### src/design/multi_stack_shared_buffer_defines.svh
// Assertion macros for the multi-stack shared buffer.
// Depends on nothing. The including module supplies the clock and reset signals.
`ifndef MULTI_STACK_SHARED_BUFFER_DEFINES_SVH
`define MULTI_STACK_SHARED_BUFFER_DEFINES_SVH

// Check a condition in the same cycle as its trigger.
`define MSSB_ASSERT_NOW(label, trig, cond, msg) \
   label: assert property (@(posedge clock) disable iff (reset) (trig) |-> (cond)) \
      else $error(msg);

// Check a condition a fixed number of cycles after its trigger.
`define MSSB_ASSERT_DELAY(label, trig, dly, cond, msg) \
   label: assert property (@(posedge clock) disable iff (reset) \
      (trig) |-> ##(dly) (cond)) else $error(msg);

`endif

### src/design/mssb_pkg.sv
// Shared types and codes for the multi-stack shared buffer.
// Depends on nothing. Used by the controller, the datapath and the top level.
package mssb_pkg;

   localparam int STACK_ID_W = 3;
   localparam int VALUE_W    = 32;
   localparam int STATUS_W   = 2;

   // Item actions
   localparam logic ACTION_PUSH = 1'b0;
   localparam logic ACTION_POP  = 1'b1;

   // Result status codes
   localparam logic [STATUS_W-1:0] STATUS_DONE  = 2'd0;
   localparam logic [STATUS_W-1:0] STATUS_FULL  = 2'd1;
   localparam logic [STATUS_W-1:0] STATUS_EMPTY = 2'd2;
   localparam logic [STATUS_W-1:0] STATUS_RSVD  = 2'd3;

   // Commands from the controller to the datapath
   typedef struct packed {
      logic load;    // capture the item and read the head pointer
      logic fetch;   // read link and element at the chosen slot
      logic commit;  // write back pointers and data, issue the result
   } mssb_cmd_type;

endpackage

### src/design/mssb_ctrl.sv
// Sequencer for the multi-stack shared buffer: accept, read, write back.
// Depends on mssb_pkg for the command struct.
module mssb_ctrl (
   input  logic                 clock,
   input  logic                 reset,
   input  logic                 start,
   output logic                 busy,
   output mssb_pkg::mssb_cmd_type cmd
);
   import mssb_pkg::*;

   localparam logic [1:0] S_IDLE  = 2'd0;
   localparam logic [1:0] S_READ  = 2'd1;
   localparam logic [1:0] S_WRITE = 2'd2;

   logic [1:0] state_ff;
   logic [1:0] state_in;

   // Advance through the three phases of one item
   always_comb begin
      state_in = state_ff;
      case (state_ff)
         S_IDLE: begin
            if (start) state_in = S_READ;
         end
         S_READ:  state_in = S_WRITE;
         S_WRITE: state_in = S_IDLE;
         default: state_in = S_IDLE;
      endcase
   end

   always_ff @(posedge clock) begin
      if (reset) begin
         state_ff <= S_IDLE;
      end else begin
         state_ff <= state_in;
      end
   end

   // Drive commands from the current phase
   assign busy       = (state_ff != S_IDLE);
   assign cmd.load   = start && (state_ff == S_IDLE);
   assign cmd.fetch  = (state_ff == S_READ);
   assign cmd.commit = (state_ff == S_WRITE);

endmodule

### src/design/mssb_datapath.sv
// Datapath of the multi-stack shared buffer: head, link and element memories,
// free-list head, fill count and result registers. Depends on mssb_pkg.
module mssb_datapath #(
   parameter int NUM_STACKS = 8,
   parameter int CAPACITY   = 64
) (
   input  logic                                 clock,
   input  logic                                 reset,
   input  mssb_pkg::mssb_cmd_type               cmd,
   input  logic                                 req_action,
   input  logic [mssb_pkg::STACK_ID_W-1:0]      req_stack_id,
   input  logic signed [mssb_pkg::VALUE_W-1:0]  req_value,
   output logic                                 rsp_valid,
   output logic [mssb_pkg::STATUS_W-1:0]        rsp_status,
   output logic signed [mssb_pkg::VALUE_W-1:0]  rsp_popped_value
);
   import mssb_pkg::*;

   localparam int PTR_W = $clog2(CAPACITY + 1);
   localparam int AW    = $clog2(CAPACITY);
   localparam int SW    = (NUM_STACKS > 1) ? $clog2(NUM_STACKS) : 1;
   localparam logic [PTR_W-1:0] NULL_PTR = PTR_W'(CAPACITY);

   // Memories: element data, links, stack heads
   logic [VALUE_W-1:0] elem_mem [CAPACITY];
   logic [PTR_W-1:0]   link_mem [CAPACITY];
   logic [PTR_W-1:0]   head_mem [NUM_STACKS];

   // Control state
   logic [NUM_STACKS-1:0] head_vld_ff;
   logic [PTR_W-1:0]      free_head_ff;
   logic [PTR_W-1:0]      fill_ff;
   logic                  rsp_valid_ff;

   // Item registers
   logic               action_ff;
   logic               sid_ok_ff;
   logic [SW-1:0]      sid_idx_ff;
   logic [VALUE_W-1:0] value_ff;
   logic [PTR_W-1:0]   head_rd_ff;
   logic               head_hit_ff;
   logic [PTR_W-1:0]   slot_ff;
   logic [PTR_W-1:0]   link_rd_ff;
   logic [VALUE_W-1:0] elem_rd_ff;
   logic               fresh_ff;
   logic [STATUS_W-1:0] status_ff;
   logic [VALUE_W-1:0]  popped_ff;

   logic [SW+STACK_ID_W-1:0] sid_wide;
   logic [SW-1:0]            sid_idx;
   logic                     sid_ok;
   logic [PTR_W-1:0]         head_cur;
   logic [PTR_W-1:0]         slot;
   logic [AW-1:0]            slot_rd_idx;
   logic [AW-1:0]            slot_wr_idx;
   logic                     is_push;
   logic                     ok;
   logic [PTR_W-1:0]         link_val;

   // Decode the stack number
   assign sid_wide = (SW + STACK_ID_W)'(req_stack_id);
   assign sid_idx  = sid_wide[SW-1:0];
   assign sid_ok   = (32'(req_stack_id) < 32'(NUM_STACKS));

   // Pick the slot: free-list head on push, stack top on pop
   assign head_cur    = head_hit_ff ? head_rd_ff : NULL_PTR;
   assign is_push     = (action_ff == ACTION_PUSH);
   assign slot        = is_push ? free_head_ff : head_cur;
   assign slot_rd_idx = slot[AW-1:0];
   assign slot_wr_idx = slot_ff[AW-1:0];

   // Slots at or above the fill count were never written; their link is taken as the next slot
   assign ok       = sid_ok_ff && (slot_ff < NULL_PTR);
   assign link_val = fresh_ff ? (slot_ff + PTR_W'(1)) : link_rd_ff;

   // Capture the item, the chosen slot and the result status and popped value
   always_ff @(posedge clock) begin
      if (cmd.load) begin
         action_ff  <= req_action;
         sid_ok_ff  <= sid_ok;
         sid_idx_ff <= sid_idx;
         value_ff   <= req_value;
      end
      if (cmd.fetch) begin
         slot_ff  <= slot;
         fresh_ff <= (slot >= fill_ff);
      end
      if (cmd.commit) begin
         if (ok) begin
            status_ff <= STATUS_DONE;
         end else begin
            status_ff <= is_push ? STATUS_FULL : STATUS_EMPTY;
         end
         popped_ff <= (!is_push && ok) ? elem_rd_ff : '0;
      end
   end

   // Memory reads and write-back
   always_ff @(posedge clock) begin
      if (cmd.load) begin
         head_rd_ff  <= head_mem[sid_idx];
         head_hit_ff <= head_vld_ff[sid_idx];
      end
      if (cmd.fetch) begin
         link_rd_ff <= link_mem[slot_rd_idx];
         elem_rd_ff <= elem_mem[slot_rd_idx];
      end
      if (cmd.commit && ok) begin
         link_mem[slot_wr_idx] <= is_push ? head_cur : free_head_ff;
         head_mem[sid_idx_ff]  <= is_push ? slot_ff : link_val;
         if (is_push) elem_mem[slot_wr_idx] <= value_ff;
      end
   end

   // Free list, fill count, head valid bits and result strobe
   always_ff @(posedge clock) begin
      if (reset) begin
         head_vld_ff  <= '0;
         free_head_ff <= '0;
         fill_ff      <= '0;
         rsp_valid_ff <= 1'b0;
      end else begin
         rsp_valid_ff <= cmd.commit;
         if (cmd.commit && ok) begin
            head_vld_ff[sid_idx_ff] <= 1'b1;
            free_head_ff <= is_push ? link_val : slot_ff;
            if (is_push && fresh_ff) fill_ff <= fill_ff + PTR_W'(1);
         end
      end
   end

   assign rsp_valid        = rsp_valid_ff;
   assign rsp_status       = status_ff;
   assign rsp_popped_value = popped_ff;

endmodule

### src/design/multi_stack_shared_buffer.sv
// Steps per item: head-memory read, then link and element reads at the chosen slot,
//   then a write-back to the memories, from which the result strobe is registered.
// Start is taken only while busy is low, so a new item waits until the write-back.
// Reset (synchronous): all stacks empty, the whole store free; start is taken next cycle.
// The receiver cannot stall; each result shows for exactly one cycle.
`include "multi_stack_shared_buffer_defines.svh"

module multi_stack_shared_buffer #(
   parameter int NUM_STACKS = 8,
   parameter int CAPACITY   = 64
) (
   input  logic                                 clock,
   input  logic                                 reset,
   input  logic                                 start,
   output logic                                 busy,
   input  logic                                 req_action,
   input  logic [mssb_pkg::STACK_ID_W-1:0]      req_stack_id,
   input  logic signed [mssb_pkg::VALUE_W-1:0]  req_value,
   output logic                                 rsp_valid,
   output logic [mssb_pkg::STATUS_W-1:0]        rsp_status,
   output logic signed [mssb_pkg::VALUE_W-1:0]  rsp_popped_value
);
   import mssb_pkg::*;

   mssb_cmd_type cmd;

   // Sequence each item
   mssb_ctrl u_ctrl (
      .clock (clock),
      .reset (reset),
      .start (start),
      .busy  (busy),
      .cmd   (cmd)
   );

   // Hold the stacks and free list
   mssb_datapath #(
      .NUM_STACKS (NUM_STACKS),
      .CAPACITY   (CAPACITY)
   ) u_datapath (
      .clock            (clock),
      .reset            (reset),
      .cmd              (cmd),
      .req_action       (req_action),
      .req_stack_id     (req_stack_id),
      .req_value        (req_value),
      .rsp_valid        (rsp_valid),
      .rsp_status       (rsp_status),
      .rsp_popped_value (rsp_popped_value)
   );

   // Every accepted item gives its result
   `MSSB_ASSERT_DELAY(a_accept_resp, start && !busy, 3, rsp_valid, "result missing")
   // A result appears only once the sequencer is back at rest, with a real code
   `MSSB_ASSERT_NOW(a_resp_idle, rsp_valid, !busy && (rsp_status != STATUS_RSVD), "bad result")
   // A result never appears without an item in flight the cycle before
   `MSSB_ASSERT_NOW(a_resp_cause, rsp_valid, $past(busy), "spurious result")

endmodule
### config.mk
export PLATFORM = sky130hd
export DESIGN_NAME = multi_stack_shared_buffer
export DESIGN_NICKNAME = d
export VERILOG_FILES = /design/src/design/mssb_pkg.sv /design/src/design/mssb_ctrl.sv /design/src/design/mssb_datapath.sv /design/src/design/multi_stack_shared_buffer.sv
export VERILOG_INCLUDE_DIRS = /design/src /design/src/design
export SDC_FILE = /design/constraint.sdc
export NUM_CORES = 2
export LEC_CHECK = 0
export BUFFER_PORTS_ARGS = -buffer_cell sky130_fd_sc_hd__buf_2
export CAP_MARGIN = 5
export CORE_MARGIN = 2
export CORE_UTILIZATION = 45
export DETAILED_ROUTE_END_ITERATION = 10
export MAX_ROUTING_LAYER = met4
export PLACE_DENSITY = 0.61
export SLEW_MARGIN = 10
export SYNTH_ARGS = -nofsm -noshare
export SYNTH_HDL_FRONTEND = slang
export SYNTH_SLANG_ARGS = --single-unit
### constraint.sdc
create_clock -name clock -period 9.45 [get_ports clock]
set_clock_uncertainty 0.15 [all_clocks]
set_input_delay 0.945 -clock clock [delete_from_list [all_inputs] [get_ports clock]]
set_output_delay 0.945 -clock clock [all_outputs]
set_load 0.02 [all_outputs]
After elaboration in Yosys (flattened, before gate mapping)
Memories as Yosys holds them, arrays and structs flattened. A register that Yosys moved wholly into a read port is not among the register bits.
Cells that the tools add are included.
{"block": "totals", "mem_count": 3, "out_inout_bits": 36, "reg_bits": 104, "input_bits": 39, "ram_bits": 2552}
{"block": "op_classes", "reduce_logical": 8, "n_eq_ne": 3, "add_sub_neg": 2, "n_lt_le_gt_ge": 5, "n_bitwise": 2, "n_mux": 18}
{"name": "u_datapath.elem_mem", "words": 64, "word_bits": 32, "rd": 1, "rd_ports_with_merged_regs": 1, "wr": 1, "line": "mssb_datapath.sv:25", "text": "logic [VALUE_W-1:0] elem_mem [CAPACITY];"}
{"name": "u_datapath.link_mem", "words": 64, "word_bits": 7, "rd": 1, "rd_ports_with_merged_regs": 1, "wr": 1, "line": "mssb_datapath.sv:26", "text": "logic [PTR_W-1:0] link_mem [CAPACITY];"}
{"name": "u_datapath.head_mem", "words": 8, "word_bits": 7, "rd": 1, "rd_ports_with_merged_regs": 1, "wr": 1, "line": "mssb_datapath.sv:27", "text": "logic [PTR_W-1:0] head_mem [NUM_STACKS];"}
{"cell": "$mux 7", "count": 6}
{"cell": "$add 7x1->7 const B", "count": 2}
{"cell": "$lt 3x4->1 const B", "count": 2}
{"cell": "$or 8x8->8", "count": 1}
{"cell": "$ge 7x7->1", "count": 1}
{"cell": "$lt 7x7->1 const B", "count": 1}
{"cell": "$mux 1", "count": 7}
{"cell": "$logic_and 1x1->1", "count": 5}
{"cell": "$mux 2", "count": 2}
{"cell": "$pmux 2 s2", "count": 1}
{"cell": "$bmux 1 s3", "count": 1}
{"cell": "$demux 1 s3", "count": 1}
{"cell": "$ge 3x1->1 const B", "count": 1}
{"cell": "$eq 2x1->1 const B", "count": 1}
{"cell": "$eq 2x2->1 const B", "count": 1}
{"cell": "$logic_not 2->1", "count": 1}
{"cell": "$ne 2x2->1 const B", "count": 1}
{"cell": "$reduce_and 2->1", "count": 1}
{"cell": "$reduce_bool 2->1", "count": 1}
{"cell": "$not 1->1", "count": 1}

Longest topological paths before layout
{"block": "depth", "depth_word": 5, "depth_mapped": 11}

Cells and area by module
From an unflattened synthesis, not the netlist that was laid out.
{"block": "unflattened", "hier_cells": 5534, "area_unflattened_um2": 102941.2}
{"module": "mssb_datapath", "seq_area_each_um2": 80847.5, "cells_each": 5525, "n_inst": 1, "area_per_inst_um2": 102842.4}
{"module": "mssb_ctrl", "seq_area_each_um2": 40.0, "cells_each": 9, "n_inst": 1, "area_per_inst_um2": 98.8}

Worst setup path after synthesis
Ideal clock, no wire load.
{"block": "synth_timing", "path_kind": "reg-to-reg", "from": "reg u_ctrl.state_ff[1]", "to": "mem u_datapath.elem_mem[13][0] (enable)", "stages_incl_launch_ff": 6, "t_required_ns": 8.839, "period_less_slack_ns": 5.404, "setup_slack_ns": 4.046, "t_arrival_ns": 4.793, "path_cell_list": "dfxtp_1 -> nor2b_1 -> nand2b_1 -> clkbuf_1 -> or2_2 -> nor3_1"}
{"item": "start, declared", "line": "mssb_ctrl.sv:16", "text": "logic [1:0] state_ff;"}
{"item": "start signal, assigned", "line": "mssb_ctrl.sv:36", "text": "state_ff <= state_in;"}
{"item": "end, declared", "line": "mssb_datapath.sv:25"}

Final worst setup path
{"block": "layout_timing", "from": "reg u_datapath.action_ff", "to": "reg u_datapath.elem_rd_ff[30] (read register of u_datapath.elem_mem), data pin"}
{"block": "layout_between", "elab_chain_len": 1}
{"item": "start, declared", "line": "mssb_datapath.sv:36", "text": "logic action_ff;"}
{"item": "start signal, assigned", "line": "mssb_datapath.sv:79", "text": "action_ff <= req_action;"}
{"item": "$mux 7", "line": "mssb_datapath.sv:68", "text": "assign slot = is_push ? free_head_ff : head_cur;"}
{"item": "net u_datapath.slot[1]", "line": "mssb_datapath.sv:53", "text": "logic [PTR_W-1:0] slot;"}
{"item": "end, declared", "line": "mssb_datapath.sv:44", "text": "logic [VALUE_W-1:0] elem_rd_ff;"}
The timed path passes the listed nets, and every way through them passes these cells.
A chain may end at the register's enable or synchronous reset.

==> flow_metrics.env <==
export IMPL_n_fill_cell=17800
export IMPL_place_congestion=0.827
export IMPL_yosysWarnings=0
export IMPL_worst_slew_pin_slew_ns=1.48
export IMPL_final_common_cell="edfxtp_1"
export IMPL_synth_flop_cell="edfxtp_1"
export IMPL_fin_crit_ns=6.40
export IMPL_power_density_mw_per_mm2=211
export IMPL_htree_num_levels=5
export IMPL_ff2ff_path_depth=10
export IMPL_ctsHoldBuffers=32
export IMPL_synth_seq_area_share=0.785
export IMPL_worst_slack_ns=3.05
export IMPL_grt_overflow=0
export IMPL_most_common_layout_cells="edfxtp_1 (2677), mux2i_1 (1253), o22ai_1 (626), clkbuf_16 (298), buf_4 (186)"
export IMPL_dp_cells=8477
export IMPL_start_kind="flop"
export IMPL_synth_seq_cells=2702
export IMPL_via_per_inst=6.02
export IMPL_first_pass_iters=5
export IMPL_nNetsFinal=5839
export IMPL_multi_input_area_sq_mm=0.0216
export IMPL_avgSynthCellArea_sq_um=18.6
export IMPL_cp_end_kind="flop"
export IMPL_cts_root_buf="clkbuf_16"
export IMPL_cts_num_sinks=2702
export IMPL_cts_made_buffers=289
export IMPL_netlist_instances=5530
export IMPL_slew_violations=1
export IMPL_dp_hpwl_um=145000
export IMPL_grt_pass1_wl_um=392000
export IMPL_cts_resized_gates=0
export IMPL_ios=75
export IMPL_cp_num_buf_inv=5
export IMPL_grt_use_met1=0.339
export IMPL_syn_nets=5577
export IMPL_grt_use_met3=0.0383
export IMPL_fin_setup_tns_ns=0
export IMPL_worstSetupStartpoint="u_datapath.action_ff"
export IMPL_ir_drop_mv=0.228
export IMPL_wl_per_cell_um=30.9
export IMPL_min_from="req_action"
export IMPL_num_rows=175
export IMPL_antenna_found_initial=11
export IMPL_die_w_um=483
export IMPL_layout_cells_non_filler=9000
export IMPL_async_flop_share=0
export IMPL_min_to="u_datapath.action_ff"
export IMPL_drt_iter0_drc=7105
export IMPL_hold_violations=0
export IMPL_outcome="finished, violations left"
export IMPL_postRouteWirelength_um=278000
export IMPL_netlist_area_sq_mm=0.103
export IMPL_path_cells="buf_4 > inv_1 > a21boi_2 > inv_1 > nand2_4 > buf_12 > buf_4 > o22ai_1 > o41ai_1 > nand4_1"
export IMPL_die_area_sq_mm=0.233
export IMPL_busiest_layer="met2"
export IMPL_relSlewSlack=-0.000629
export IMPL_crit_family="buffers and inverters"
export IMPL_cap_violations=1
export IMPL_cp_required_ns=9.90
export IMPL_num_vias=54200
export IMPL_start_util=0.453
export IMPL_cp_arrival_ns=6.85
export IMPL_r2r_end="u_datapath.elem_rd_ff[30]"
export IMPL_layout_drive_gt1_share=0.136
export IMPL_area_growth_pct=13.6
export IMPL_violations="max-capacitance violations, max-slew violations"
export IMPL_grt_max_degree=142
export IMPL_drtAntennaViolNets=0
export IMPL_finalPower_mw=24.7
export IMPL_cts_reportedPaths_clkPinSlew_ns=0.06
export IMPL_hold_class="in -> reg"
export IMPL_slowest_delay_ns=1.21
export IMPL_die_h_um=483
export IMPL_r2r_start="u_datapath.action_ff"
export IMPL_cts_buffer_depth=4
export IMPL_synth_edf_count=2677
export IMPL_grt_total_usage=0.242
export IMPL_insertion_delay_ns=0.93
export IMPL_fmax_mhz=156
export IMPL_grt_pass1_vias=52600
export IMPL_cp_slowest_cell="o41ai_1"
export IMPL_holdPathStages=1
export IMPL_grt_util_met2=0.372
export IMPL_cts_tree="built"
export IMPL_portBuffers=74
export IMPL_drcViolationCount=0
export IMPL_pre_cts_ws_ns=3.20
export IMPL_hold_slack_ns=0.108
export IMPL_finalCritPeriodShare=0.678
export IMPL_core_area_sq_mm=0.227
export IMPL_leakage_nw=44.0
export IMPL_synth_largest_area_cell="edfxtp_1"
export IMPL_synth_area_leaders="edfxtp_1 (78%), mux2i_1 (12%), o22ai_1 (3.8%)"
export IMPL_r2r_slack_ns=3.05
export IMPL_synth_distinct_cells=51
export IMPL_critPathMaxFanout=64
export IMPL_synth_top_area_frac=0.780
export IMPL_final_setup_viol_count=0
export IMPL_final_seq_area_sq_mm=0.0809
export IMPL_crit_type="reg -> reg"
export IMPL_rsz0062_at_grt="no"
export IMPL_postCtsSetupBuffers=0
[how the worst max path moves through the flow]
stage                            endpoint  slack [ns]  depth (start not counted)
2_1_floorplan  u_datapath.elem_mem[13][0]        4.05                          5
3_3_place_gp    u_datapath.elem_rd_ff[13]        2.89                         10
3_5_place_dp    u_datapath.elem_rd_ff[20]        3.20                         10
4_1_cts         u_datapath.elem_rd_ff[20]        3.19                         10
5_1_grt         u_datapath.elem_rd_ff[11]        2.98                         10
6_report        u_datapath.elem_rd_ff[30]        3.05                         10
[metal layers]
metal / vias up / routed length, um
met1: 28200 / 118000
met2: 2512 / 131000
met5: - / 0
li1: 23100 / -
met4: 0 / 6470
met3: 408 / 22500
[cells in the mapped netlist (16+ instances only)]
cell / count
o22ai_1: 626
nand2_1: 38
o41ai_1: 144
mux2i_1: 1253
dfxtp_1: 25
nand4_1: 42
and2_1: 34
mux4_2: 16
nor2_1: 163
buf_1: 16
edfxtp_1: 2677
buf_2: 162
clkbuf_1: 138
[metrics by stage]
stage / utilization / instance area [sq um]
after floorplan: - / 103000
after CTS: 0.515 / 117000
after detailed placement: 0.476 / 108000
after global placement: 0.475 / 108000
final: 0.515 / 117000
after global routing: 0.515 / 117000
[cell families (layout without fill, tap and decap cells)]
logic type / Yosys count / in the layout / synth area share
flops: 2702 / 2702 / 0.785
mux: 1279 / 1279 / 0.126
compound gates: 832 / 832 / 0.0552
buf+inv: 352 / 806 / 0.0161
simple gates: 348 / 348 / 0.0163
xor+xnor: 9 / 9 / 0.000765
fa+ha+maj: 8 / 8 / 0.000971
other cells: 0 / 7 / 0
[final cells by class]
type	instances	area share
Clock inverter	132	0.00752
Clock buffer	351	0.0653
Antenna cell	7	0.000150
Inverter	15	0.000481
Timing Repair Buffer	308	0.0201
Multi-Input combinational cell	2476	0.184
Sequential cell	2702	0.690
Tap cell	3009	0.0321
[sequential cells by signal (all words and copies together), names as in the netlist]
signal and count:
u_datapath.free_head_ff 7, u_ctrl.state_ff 2, u_datapath.rsp_popped_value 32, u_datapath.action_ff 1, u_datapath.head_hit_ff 1, u_datapath.rsp_status 2
u_datapath.elem_mem 2048, u_datapath.value_ff 32, u_datapath.head_vld_ff 8, u_datapath.fresh_ff 1, u_datapath.link_rd_ff 7, u_datapath.head_rd_ff 7
u_datapath.rsp_valid 1, u_datapath.head_mem 56, u_datapath.elem_rd_ff 32, u_datapath.slot_ff 7, u_datapath.link_mem 448, u_datapath.sid_idx_ff 3
u_datapath.fill_ff 7
[report_power, final]
group	switching [mW]	internal (mW)	total, mW
Clock	4.44	6.02	10.5
Sequential	0.0318	13.2	13.3
Combinational	0.690	0.297	0.987
(Power assumes the default switching activity.)
